File: src/rtl/core/ppsp_pkg.sv
// Shared types and constants of the P6 image stream parser.
package ppsp_pkg;

	localparam logic [2:0] ST_OK             = 3'd0;
	localparam logic [2:0] ST_NO_MAGIC       = 3'd1;
	localparam logic [2:0] ST_BAD_MAGIC      = 3'd2;
	localparam logic [2:0] ST_BAD_WIDTH      = 3'd3;
	localparam logic [2:0] ST_BAD_HEIGHT     = 3'd4;
	localparam logic [2:0] ST_BAD_MAXVAL     = 3'd5;
	localparam logic [2:0] ST_MAXVAL_NOT_255 = 3'd6;
	localparam logic [2:0] ST_INCOMPLETE     = 3'd7;

	localparam logic [7:0] CH_HASH  = 8'h23;
	localparam logic [7:0] CH_PLUS  = 8'h2B;
	localparam logic [7:0] CH_P     = 8'h50;
	localparam logic [7:0] CH_SIX   = 8'h36;
	localparam logic [7:0] CH_LF    = 8'h0A;
	localparam logic [7:0] CH_SPACE = 8'h20;
	localparam logic [7:0] CH_TAB   = 8'h09;
	localparam logic [7:0] CH_CR    = 8'h0D;
	localparam logic [7:0] CH_ZERO  = 8'h30;
	localparam logic [7:0] CH_NINE  = 8'h39;

	typedef struct packed {
		logic [7:0] data;
		logic       present;
		logic       eof;
		logic       is_space;
		logic       is_hash;
		logic       is_lf;
		logic       is_digit;
		logic       is_plus;
		logic       is_p;
		logic       is_six;
	} byte_class_t;

endpackage

File: src/rtl/core/ppsp_front.sv
// Front end: classifies incoming bytes and holds them in a two-entry queue.
module ppsp_front (
	input  logic                 clk,
	input  logic                 arst_n,
	input  logic                 item_valid,
	output logic                 item_stall,
	input  logic [7:0]           data_byte,
	input  logic                 byte_present,
	input  logic                 end_of_file,
	output logic                 head_valid,
	output ppsp_pkg::byte_class_t head,
	input  logic                 pop
);

	ppsp_pkg::byte_class_t mem_q [2];
	ppsp_pkg::byte_class_t cls;
	logic       wr_ptr_q;
	logic       rd_ptr_q;
	logic [1:0] cnt_q;
	logic       push;
	logic       do_pop;

	always_comb begin
		cls.data     = data_byte;
		cls.present  = byte_present;
		cls.eof      = end_of_file;
		cls.is_space = (data_byte == ppsp_pkg::CH_SPACE) ||
			((data_byte >= ppsp_pkg::CH_TAB) && (data_byte <= ppsp_pkg::CH_CR));
		cls.is_hash  = data_byte == ppsp_pkg::CH_HASH;
		cls.is_lf    = data_byte == ppsp_pkg::CH_LF;
		cls.is_digit = (data_byte >= ppsp_pkg::CH_ZERO) && (data_byte <= ppsp_pkg::CH_NINE);
		cls.is_plus  = data_byte == ppsp_pkg::CH_PLUS;
		cls.is_p     = data_byte == ppsp_pkg::CH_P;
		cls.is_six   = data_byte == ppsp_pkg::CH_SIX;
	end

	assign item_stall = cnt_q == 2'd2;
	assign push       = item_valid && !item_stall;
	assign head_valid = cnt_q != 2'd0;
	assign head       = mem_q[rd_ptr_q];
	assign do_pop     = head_valid && pop;

	always_ff @(posedge clk) begin
		if (push) begin
			mem_q[wr_ptr_q] <= cls;
		end
	end

	always_ff @(posedge clk or negedge arst_n) begin
		if (!arst_n) begin
			wr_ptr_q <= 1'b0;
			rd_ptr_q <= 1'b0;
			cnt_q    <= 2'd0;
		end else begin
			if (push) begin
				wr_ptr_q <= !wr_ptr_q;
			end
			if (do_pop) begin
				rd_ptr_q <= !rd_ptr_q;
			end
			cnt_q <= cnt_q + {1'b0, push} - {1'b0, do_pop};
		end
	end

endmodule

File: src/rtl/core/ppsp_back.sv
// Back end: header state machine, pixel counter and result register.
module ppsp_back #(
	parameter int DIM_BITS = 16
) (
	input  logic                  clk,
	input  logic                  arst_n,
	input  logic                  head_valid,
	input  ppsp_pkg::byte_class_t head,
	output logic                  pop,
	output logic                  res_valid,
	input  logic                  res_stall,
	output logic                  pixel_valid,
	output logic [7:0]            pixel_byte,
	output logic                  done_res,
	output logic [2:0]            status,
	output logic [15:0]           image_width,
	output logic [15:0]           image_height
);

	localparam int LW = 2 * DIM_BITS;
	localparam logic [DIM_BITS-1:0] LIMIT = {DIM_BITS{1'b1}};

	typedef enum logic [2:0] {PH_MAGIC, PH_WIDTH, PH_HEIGHT, PH_MAXVAL, PH_PIXELS} phase_t;

	typedef struct packed {
		phase_t     phase;
		logic       rep;
		logic [2:0] st;
		logic       set_w;
		logic       set_h;
		logic       start;
	} endtok_t;

	function automatic endtok_t end_tok(input phase_t ph, input logic inv,
		input logic [2:0] idx, input logic num_ok, input logic is255);
		endtok_t e;
		e = '{phase: ph, rep: 1'b0, st: ppsp_pkg::ST_OK, set_w: 1'b0, set_h: 1'b0,
			start: 1'b0};
		case (ph)
			PH_MAGIC: begin
				if (!inv && idx == 3'd2) e.phase = PH_WIDTH;
				else begin e.rep = 1'b1; e.st = ppsp_pkg::ST_BAD_MAGIC; end
			end
			PH_WIDTH: begin
				if (num_ok) begin e.phase = PH_HEIGHT; e.set_w = 1'b1; end
				else begin e.rep = 1'b1; e.st = ppsp_pkg::ST_BAD_WIDTH; end
			end
			PH_HEIGHT: begin
				if (num_ok) begin e.phase = PH_MAXVAL; e.set_h = 1'b1; end
				else begin e.rep = 1'b1; e.st = ppsp_pkg::ST_BAD_HEIGHT; end
			end
			default: begin
				if (!num_ok) begin e.rep = 1'b1; e.st = ppsp_pkg::ST_BAD_MAXVAL; end
				else if (!is255) begin
					e.rep = 1'b1;
					e.st  = ppsp_pkg::ST_MAXVAL_NOT_255;
				end else begin
					e.phase = PH_PIXELS;
					e.start = 1'b1;
				end
			end
		endcase
		return e;
	endfunction

	phase_t              phase_q, n_phase;
	logic                comment_q, n_comment;
	logic                tok_q, n_tok;
	logic [2:0]          idx_q, n_idx;
	logic                inv_q, n_inv;
	logic [DIM_BITS-1:0] num_q, n_num;
	logic [DIM_BITS-1:0] width_q, n_width;
	logic [DIM_BITS-1:0] height_q, n_height;
	logic [LW-1:0]       left_q, n_left;
	logic [1:0]          bip_q, n_bip;
	logic                fin_q, n_fin;

	logic                res_valid_q;
	logic                pixel_valid_q;
	logic [7:0]          pixel_byte_q;
	logic                done_q;
	logic [2:0]          status_q;
	logic [15:0]         width_out_q;
	logic [15:0]         height_out_q;

	logic                r_any, r_pv, r_done;
	logic [7:0]          r_pb;
	logic [2:0]          r_st;
	logic [15:0]         r_w, r_h;
	logic [LW-1:0]       product;
	logic [DIM_BITS+15:0] wext, hext;

	assign pop     = !res_valid_q || !res_stall;
	assign product = LW'(width_q) * LW'(height_q);
	assign wext    = {16'b0, width_q};
	assign hext    = {16'b0, height_q};

	always_comb begin
		endtok_t             e;
		logic [DIM_BITS+3:0] acc;
		n_phase = phase_q; n_comment = comment_q; n_tok = tok_q; n_idx = idx_q;
		n_inv = inv_q; n_num = num_q; n_width = width_q; n_height = height_q;
		n_left = left_q; n_bip = bip_q; n_fin = fin_q;
		r_any = 1'b0; r_pv = 1'b0; r_pb = 8'd0; r_done = 1'b0;
		r_st = ppsp_pkg::ST_OK; r_w = 16'd0; r_h = 16'd0;
		e = '0;
		acc = '0;

		if (head.present && !fin_q) begin
			if (comment_q) begin
				if (head.is_lf) n_comment = 1'b0;
			end else if (phase_q == PH_PIXELS) begin
				r_any = 1'b1;
				r_pv  = 1'b1;
				r_pb  = head.data;
				if (bip_q == 2'd2) begin
					n_bip  = 2'd0;
					n_left = (left_q == '0) ? '0 : left_q - LW'(1);
					if (left_q[LW-1:1] == '0) begin
						r_done = 1'b1;
						r_w    = wext[15:0];
						r_h    = hext[15:0];
						n_fin  = 1'b1;
					end
				end else begin
					n_bip = bip_q + 2'd1;
				end
			end else if (head.is_space || head.is_hash) begin
				if (head.is_hash) n_comment = 1'b1;
				if (tok_q) begin
					n_tok = 1'b0;
					e = end_tok(phase_q, inv_q, idx_q, !inv_q && num_q != '0,
						num_q == DIM_BITS'(255));
				end
			end else begin
				// A token character; the first one opens a fresh token.
				if (!tok_q) begin
					n_tok = 1'b1;
					n_idx = 3'd0;
					n_inv = 1'b0;
					n_num = '0;
				end
				if (phase_q == PH_MAGIC) begin
					if (!((n_idx == 3'd0 && head.is_p) || (n_idx == 3'd1 && head.is_six)))
						n_inv = 1'b1;
				end else if (head.is_digit) begin
					acc = ({4'b0, n_num} << 3) + ({4'b0, n_num} << 1) +
						{{DIM_BITS{1'b0}}, head.data[3:0]};
					if (acc > {4'b0, LIMIT}) begin
						n_inv = 1'b1;
						n_num = LIMIT;
					end else begin
						n_num = acc[DIM_BITS-1:0];
					end
				end else if (!(head.is_plus && n_idx == 3'd0)) begin
					n_inv = 1'b1;
				end
				if (n_idx != 3'd7) n_idx = n_idx + 3'd1;
			end
		end

		if (head.eof && !n_fin && n_tok && n_phase != PH_PIXELS && !e.rep) begin
			n_tok = 1'b0;
			e = end_tok(n_phase, n_inv, n_idx, !n_inv && n_num != '0,
				n_num == DIM_BITS'(255));
		end

		if (e.rep) begin
			r_any = 1'b1; r_done = 1'b1; r_st = e.st; r_w = 16'd0; r_h = 16'd0;
			n_fin = 1'b1;
		end else begin
			n_phase = e.phase == PH_MAGIC && n_phase != PH_MAGIC ? n_phase : e.phase;
		end
		if (e.set_w) n_width = n_num;
		if (e.set_h) n_height = n_num;
		if (e.start) begin
			n_left = product;
			n_bip  = 2'd0;
		end

		if (head.eof) begin
			if (!n_fin) begin
				r_any = 1'b1; r_done = 1'b1; r_w = 16'd0; r_h = 16'd0;
				case (n_phase)
					PH_MAGIC:  r_st = ppsp_pkg::ST_NO_MAGIC;
					PH_WIDTH:  r_st = ppsp_pkg::ST_BAD_WIDTH;
					PH_HEIGHT: r_st = ppsp_pkg::ST_BAD_HEIGHT;
					PH_MAXVAL: r_st = ppsp_pkg::ST_BAD_MAXVAL;
					default:   r_st = ppsp_pkg::ST_INCOMPLETE;
				endcase
			end
			n_phase = PH_MAGIC; n_comment = 1'b0; n_tok = 1'b0; n_idx = 3'd0;
			n_inv = 1'b0; n_num = '0; n_width = '0; n_height = '0;
			n_left = '0; n_bip = 2'd0; n_fin = 1'b0;
		end
	end

	always_ff @(posedge clk or negedge arst_n) begin
		if (!arst_n) begin
			phase_q <= PH_MAGIC; comment_q <= 1'b0; tok_q <= 1'b0; idx_q <= 3'd0;
			inv_q <= 1'b0; num_q <= '0; width_q <= '0; height_q <= '0;
			left_q <= '0; bip_q <= 2'd0; fin_q <= 1'b0;
			res_valid_q <= 1'b0;
		end else if (head_valid && pop) begin
			phase_q <= n_phase; comment_q <= n_comment; tok_q <= n_tok; idx_q <= n_idx;
			inv_q <= n_inv; num_q <= n_num; width_q <= n_width; height_q <= n_height;
			left_q <= n_left; bip_q <= n_bip; fin_q <= n_fin;
			res_valid_q <= r_any;
		end else if (!res_stall) begin
			res_valid_q <= 1'b0;
		end
	end

	always_ff @(posedge clk) begin
		if (head_valid && pop) begin
			pixel_valid_q <= r_pv;
			pixel_byte_q  <= r_pb;
			done_q        <= r_done;
			status_q      <= r_st;
			width_out_q   <= r_w;
			height_out_q  <= r_h;
		end
	end

	assign res_valid    = res_valid_q;
	assign pixel_valid  = pixel_valid_q;
	assign pixel_byte   = pixel_byte_q;
	assign done_res     = done_q;
	assign status       = status_q;
	assign image_width  = width_out_q;
	assign image_height = height_out_q;

endmodule

File: src/rtl/core/ppm_p6_stream_parser_unit.sv
// Top level of the P6 image stream parser.
// The item channel (item_valid, item_stall) carries one file byte per transfer:
// data_byte, with byte_present marking it valid and end_of_file closing the file.
// The result channel (res_valid, res_stall) carries at most one result per item:
// a pixel byte, a final status with the image size, or both at once.
// Items with no result, such as header bytes, produce no result transfer.
// An item passes through the input queue and then through the header/pixel
// logic into the result register. Throughput is one item per cycle while
// res_stall is low, limited by the single state update per byte in the
// back end. When res_stall is high a pending result holds; the two-entry
// queue keeps taking items until it fills, then item_stall rises.
// Reset clears the queue, the result register and the parser state, so the
// next byte is taken as the start of a new file. End of file clears the
// parser state likewise after its item is processed. Image width and height
// are parsed with up to DIM_BITS bits; larger values are reported as invalid.
module ppm_p6_stream_parser_unit #(
	parameter int DIM_BITS = 16
) (
	input  logic        clk,
	input  logic        arst_n,
	input  logic        item_valid,
	output logic        item_stall,
	input  logic [7:0]  data_byte,
	input  logic        byte_present,
	input  logic        end_of_file,
	output logic        res_valid,
	input  logic        res_stall,
	output logic        pixel_valid,
	output logic [7:0]  pixel_byte,
	output logic        done_res,
	output logic [2:0]  status,
	output logic [15:0] image_width,
	output logic [15:0] image_height
);

	ppsp_pkg::byte_class_t head;
	logic                  head_valid;
	logic                  pop;

	ppsp_front u_front (
		.clk          (clk),
		.arst_n       (arst_n),
		.item_valid   (item_valid),
		.item_stall   (item_stall),
		.data_byte    (data_byte),
		.byte_present (byte_present),
		.end_of_file  (end_of_file),
		.head_valid   (head_valid),
		.head         (head),
		.pop          (pop)
	);

	ppsp_back #(.DIM_BITS(DIM_BITS)) u_back (
		.clk          (clk),
		.arst_n       (arst_n),
		.head_valid   (head_valid),
		.head         (head),
		.pop          (pop),
		.res_valid    (res_valid),
		.res_stall    (res_stall),
		.pixel_valid  (pixel_valid),
		.pixel_byte   (pixel_byte),
		.done_res     (done_res),
		.status       (status),
		.image_width  (image_width),
		.image_height (image_height)
	);

`ifndef SYNTHESIS
	a_err_no_size: assert property (@(posedge clk) disable iff (!arst_n)
		res_valid && done_res && status != ppsp_pkg::ST_OK |->
		image_width == 16'd0 && image_height == 16'd0)
		else $error("error result carries image size");
	a_bare_is_final: assert property (@(posedge clk) disable iff (!arst_n)
		res_valid && !pixel_valid |-> done_res && pixel_byte == 8'd0)
		else $error("result without pixel is not a final status");
	a_pixel_status: assert property (@(posedge clk) disable iff (!arst_n)
		res_valid && !done_res |-> status == ppsp_pkg::ST_OK)
		else $error("status set on a non-final result");
`endif

endmodule

File: config.mk
export PLATFORM = sky130hd
export DESIGN_NAME = ppm_p6_stream_parser_unit
export DESIGN_NICKNAME = d
export VERILOG_FILES = /design/src/rtl/core/ppsp_pkg.sv /design/src/rtl/core/ppsp_front.sv /design/src/rtl/core/ppsp_back.sv /design/src/rtl/core/ppm_p6_stream_parser_unit.sv
export SDC_FILE = /design/constraint.sdc
export NUM_CORES = 1
export LEC_CHECK = 0
export ABC_AREA = 1
export BUFFER_PORTS_ARGS = -buffer_cell sky130_fd_sc_hd__buf_2
export CORE_MARGIN = 3
export CORE_UTILIZATION = 45
export CTS_BUF_LIST = sky130_fd_sc_hd__clkbuf_4
export CTS_CLUSTER_DIAMETER = 200
export CTS_CLUSTER_SIZE = 40
export DETAILED_ROUTE_END_ITERATION = 8
export HOLD_SLACK_MARGIN = 0.06
export PLACE_DENSITY = 0.69
export REMOVE_ABC_BUFFERS = 1
export SYNTH_ARGS = -nofsm -noshare
export SYNTH_HDL_FRONTEND = slang
export SYNTH_SLANG_ARGS = --single-unit
export TNS_END_PERCENT = 10
File: constraint.sdc
create_clock -name clk -period 8.4 [get_ports clk]
set_clock_uncertainty 0.15 [all_clocks]
set_input_delay 0.84 -clock clk [delete_from_list [all_inputs] [get_ports clk]]
set_output_delay 0.84 -clock clk [all_outputs]
set_load 0.01 [all_outputs]
### After elaboration in Yosys (flattened, before gate mapping)

Memories as Yosys holds them, arrays and structs flattened.
Cells that the tools add are included.

* equal/unequal tests: 23
* $mul: 1
* bitwise gates (word level): 2
* add/sub/neg operators: 7
* multiplexer cells: 153
* $lt $le $gt $ge: 5
* reductions and logical operators: 54

Operator list (number)
* $mux W16: 33
* $mux W32: 7
* $mux W3: 27
* $mux W1: 61
* $mux W10: 6
* $pmux W7 S3: 2
* $mux W4: 10
* $eq A16 B8 Y1 const B: 2
* $eq A8 B6 Y1 const B: 4
* $logic_not A32 Y1: 1
* $mul A16 B16 Y32: 1
* $reduce_bool A16 Y1: 2
* $sub A32 B1 Y32 const B: 1
* $logic_not A31 Y1: 1
* $add A19 B17 Y20: 1
* $add A20 B4 Y20: 1
* $gt A20 B16 Y1 const B: 1
* $logic_and A1 B1 Y1: 17
* $eq A3 B2 Y1 const B: 5
* $logic_not A3 Y1: 4
* $mux W2: 6
* $pmux W3 S4: 1
* $reduce_bool A3 Y1: 4
* $logic_not A1 Y1: 10
* other kinds (23): 37

* logic and storage cells: 267
* memories kept: 1
* bits in writable memories: 34
* register bits after elaboration: 142
* input port bits: 14

Memory list
* u_front.mem_q: depth 2, bits a word 17, read ports 1, clocked after memory_dff 0, wr ports 1, line ppsp_front.sv:15 `ppsp_pkg::byte_class_t mem_q [2];`

### Depth between registers and ports, before layout

An unclocked memory read counts as a cell.

* depth after elaboration: 29
* depth in mapped cells: 39
* gate-level depth less buffers: 36

### Modules after synthesis

From an unflattened synthesis, not the netlist that was laid out.

* cells, all modules: 2516
* area total of the unflattened synthesis: 19356.1 um2

Modules (own cells, without submodules)
* ppsp_back: cells an instance 2365, area an instance 17714.5 um2, times used 1, sequential area each 3678.5 um2
* ppsp_front: cells an instance 151, area an instance 1641.6 um2, times used 1, sequential area each 1121.1 um2

### Worst setup path after synthesis

OpenSTA, ideal clock, no wires.

* kind: register -> register
* from: register u_back.height_q[1]
* to: register u_back.left_q[23]
* clock period less this slack: 6.252 ns
* library setup time: 0.123 ns
* slack: 2.148 ns
* path buffers: 2
* arrival time: 5.978 ns
* data required time: 8.127 ns
* stages on the path, launching flop included: 29
* path through: dfrtp_1 clkbuf_1 clkbuf_1 nand2_1 fa_1 inv_1 fa_1 inv_1 fa_1 inv_1 fa_1 inv_1 fa_1 inv_1 fa_1 ha_1 nand4_1 nor4_1 a21oi_1 o21ai_0 inv_1 o21ai_0 nand3_1 nand2_1 a21oi_1 o21ai_0 nand2_1 o21ai_0 o21ai_2

* cells in the longest elaborated chain, start to end: 3

Ends and longest elaborated chain
* start, declared: line ppsp_back.sv:73 `logic [DIM_BITS-1:0] height_q, n_height;`
* start signal, assigned: line ppsp_back.sv:206 `inv_q <= n_inv; num_q <= n_num; width_q <= n_width; height_q <= n_height;`
* $mul A16 B16 Y32: line ppsp_back.sv:94 `assign product = LW'(width_q) * LW'(height_q);`
* $mux W32: line ppsp_back.sv:176 `if (e.start) begin`
* $mux W32: line ppsp_back.sv:181 `if (head.eof) begin`
* end signal, assigned: line ppsp_back.sv:207 `left_q <= n_left; bip_q <= n_bip; fin_q <= n_fin;`
* end, declared: line ppsp_back.sv:74 `logic [LW-1:0] left_q, n_left;`

No other way between the ends.
A chain may end at the register's enable or synchronous reset.

### Final worst setup path

* from: register u_back.width_q[13]
* to: register u_back.left_q[23]

* cells in the longest elaborated chain, start to end: 3

Ends and longest elaborated chain
* start, declared: line ppsp_back.sv:72 `logic [DIM_BITS-1:0] width_q, n_width;`
* start signal, assigned: line ppsp_back.sv:206
* $mul A16 B16 Y32: line ppsp_back.sv:94
* $mux W32: line ppsp_back.sv:176
* $mux W32: line ppsp_back.sv:181

No other way between the ends.

==> metrics <==
status finished clean; Longest Clk Path Bufs 2; maximum resistive drop on vdd 148.7 uV; worst-skew pair later-pin latency 0.66 ns; highest-count cells in the layout ignoring fill and taps nand2_1 (699), inv_1 (504), fa_1 (195); startpoint of the tightest hold check path end_of_file; async set or reset register ratio after synthesis 55.11%; start point of the critical path u_back.width_q[13]; core region area 42,130 sq um; detailed placement HPWL 37,460 um; number of gates resized after CTS 0; total of max-cap violations 0; routed wire length 48,360 um; Max-slew headroom 30.80%; hold buffer count at cts 1; Cell Pwr Density 205.2 nW/um^2; Max Fanout on Critical Path 18; Worst R2R Start u_back.width_q[13]; Top-Level Pins 61; GRT overflow 0; unrepaired setup endpoints after global routing no; detail-routed via count per cell 5.240; final critical-path share of the clock period 82.21%; post-CTS clock slew at the launch and capture registers of the worst setup and hold paths 0.17 ns; share of cells above drive strength 1 6.500%; number of levels the H-tree was split into 4; overall global routing resource usage 21.89%; wire length of the first global-routing pass 79,240 um; die boundary width 212.8 um; number of hold violations in the final report 0; number of synthesized register bits 176; category of the worst setup path launch point flop; per-cell routed wire length 15.79 um; net count of the finished layout 2,861; required time at the worst-slack endpoint 8.80 ns; synth unique cells 54; arrival time of the worst setup path 7.30 ns; worst setup slack before clock tree synthesis 1.634 ns; Min Clock Period, post-route 6.906 ns; number of setup buffers added after CTS 0; largest net degree at the start of global routing 58; # DRC 0; Pins Over Slew Limit 0; number of standard cells after synthesis 2,529; count of buffers inserted at the top-level ports 60; Avg Synthesized Cell Area 7.607 sq um; Achievable Freq 0.1448 GHz; sequential-to-total area share from yosys stat 24.95%; first-pass iteration count of the detailed router 7; final number of setup-violating endpoints 0; full die area 45,270 sq um; most common library cell in the layout ignoring fill and taps nand2_1; transition time at the pin with the least slew margin 1.036 ns; Area Overhead vs Synth 4.774%; via count of the first global-routing pass 16,120; synthesized area 19,240 sq um; EDFF count, synth 79; Die Ht 212.8 um; number of buffers created by CTS 17; TritonCTS sink count 176; count of vias placed by the detailed router 16,050; leakage dissipation 10.57 nW; final antenna-violating net count 0; routability congestion estimate from global placement 0.9007; least setup slack across all paths after layout 1.494 ns; Setup Crit Path Kind reg -> reg; starting density of the core 45.66%; iteration-0 DRC count of the detailed router 1,057; path category of the worst min-delay check in -> reg; Cell Rows 75; CTS tree built; initial antenna violation count 1; Yosys warning total 0; accumulated negative setup slack 0 ns; cell at the root of the clock tree clkbuf_4; sort of element at the end of the critical path flop; most used flip-flop cell after synthesis dfrtp_1
-- path summary, 6_finish.rpt --
| check | end | slack (ns) | cells past startpoint |
|---|---|---|---|
| worst max-delay path | u_back.left_q[23] | 1.49 | 26 |
| worst min-delay path | u_front.mem_q[1][7] | 0.22 | 1 |
| worst max register to register | u_back.left_q[23] | 1.49 | 26 |
| worst min register to register | u_back.comment_q | 0.36 | 2 |
| max in group asynchronous | u_front.cnt_q[1] | 6.30 | 3 |
| min in group asynchronous | u_back.height_q[2] | 0.59 | 2 |
-- cell usage after synthesis, drive strengths merged, types with 28 or more instances --
cell type / n / area (sq um)
edfxtp: 79 / 2372
nand3: 65 / 335.3
dfrtp: 97 / 2427
buf: 28 / 188.9
clkbuf: 81 / 304.0
fa: 195 / 3904
inv: 515 / 1933
a21oi: 122 / 618.1
o21ai: 143 / 783.3
nand2: 706 / 2678
nor2: 197 / 784.5
ha: 142 / 1777
-- report_power, final --
part	total, mW	switching, mW	internal [mW]
sequential	1.55	0.356	1.20
combinational	2.03	1.39	0.632
clock	0.554	0.380	0.174
-- cells by family after synthesis --
| family | share of synthesized area, % |
|---|---|
| xor gates and xnor gates | 1.457 |
| AOI/OAI and AO/OA | 9.027 |
| muxes | 0.1561 |
| DFF | 24.95 |
| and+or+nand+nor | 22.20 |
| buffers and inverters | 12.69 |
| adders and majority gates | 29.53 |
-- area by class of cell --
type,count,area [sq um]
Inverter,519,1948
Tap cell,539,674.4
Timing Repair Buffer,71,387.9
Sequential cell,176,4800
Clock buffer,17,127.6
Fill cell,4141,21980
Antenna cell,1,2.502
Multi-Input combinational cell,1725,12010
Clock inverter,15,203.9
-- metrics by stage --
step | hold WS [ns] | util [%] | std cells | area (sq um) | power (mW)
finish | 0.2226 | 47.84 | 3063 | 20160 | 4.136
global route | 0.1611 | 47.84 | 3063 | 20160 | 4.481
CTS | 0.1648 | 47.83 | 3062 | 20150 | 4.148
detailed placement | 0.3284 | 47.02 | 3029 | 19810 | 3.582
global placement | 0.3184 | 47.02 | 3029 | 19810 | 3.543
floorplan | 0.3017 | - | 2420 | 18750 | 2.864
-- worst max-delay path: stages, from the launching register on --
cell and delay [ns]:
dfrtp_1 0.85, nand2_1 0.18, fa_1 0.58, inv_1 0.07
fa_1 0.53, inv_1 0.05, fa_1 0.50, inv_1 0.05
fa_1 0.54, inv_1 0.05, fa_1 0.48, inv_1 0.05
fa_1 0.43, ha_1 0.38, nand4_1 0.13, nor4_1 0.39
a21oi_1 0.16, o21ai_0 0.29, inv_1 0.07, o21ai_0 0.26
nand3_1 0.12, nand2_1 0.09, a21oi_1 0.05, o21ai_0 0.09
nand2_1 0.07, o21ai_0 0.11, o21ai_2 0.08
-- layer usage --
metal	wire length [um]	global-route usage, %	vias to the layer above	part of all wire [%]
met3	1933	2.953	98	4.0
met1	19900	27.07	7842	41
li1	-	-	7715	-
met2	24840	39.01	395	51
met5	0	0	-	0
met4	1682	8.305	0	3.5
-- state kept, by name, indices dropped and copies added (netlist names), 2 cells and up --
name	cells
u_back.height_q	16
u_back.status	3
u_back.image_height	16
u_front.mem_q	34
u_back.width_q	16
u_back.phase_q	3
u_back.image_width	16
u_back.left_q	32
u_back.bip_q	2
u_back.idx_q	3
u_front.cnt_q	2
u_back.pixel_byte	8
u_back.num_q	16
No activity file was read; power rests on OpenSTA's default activity.
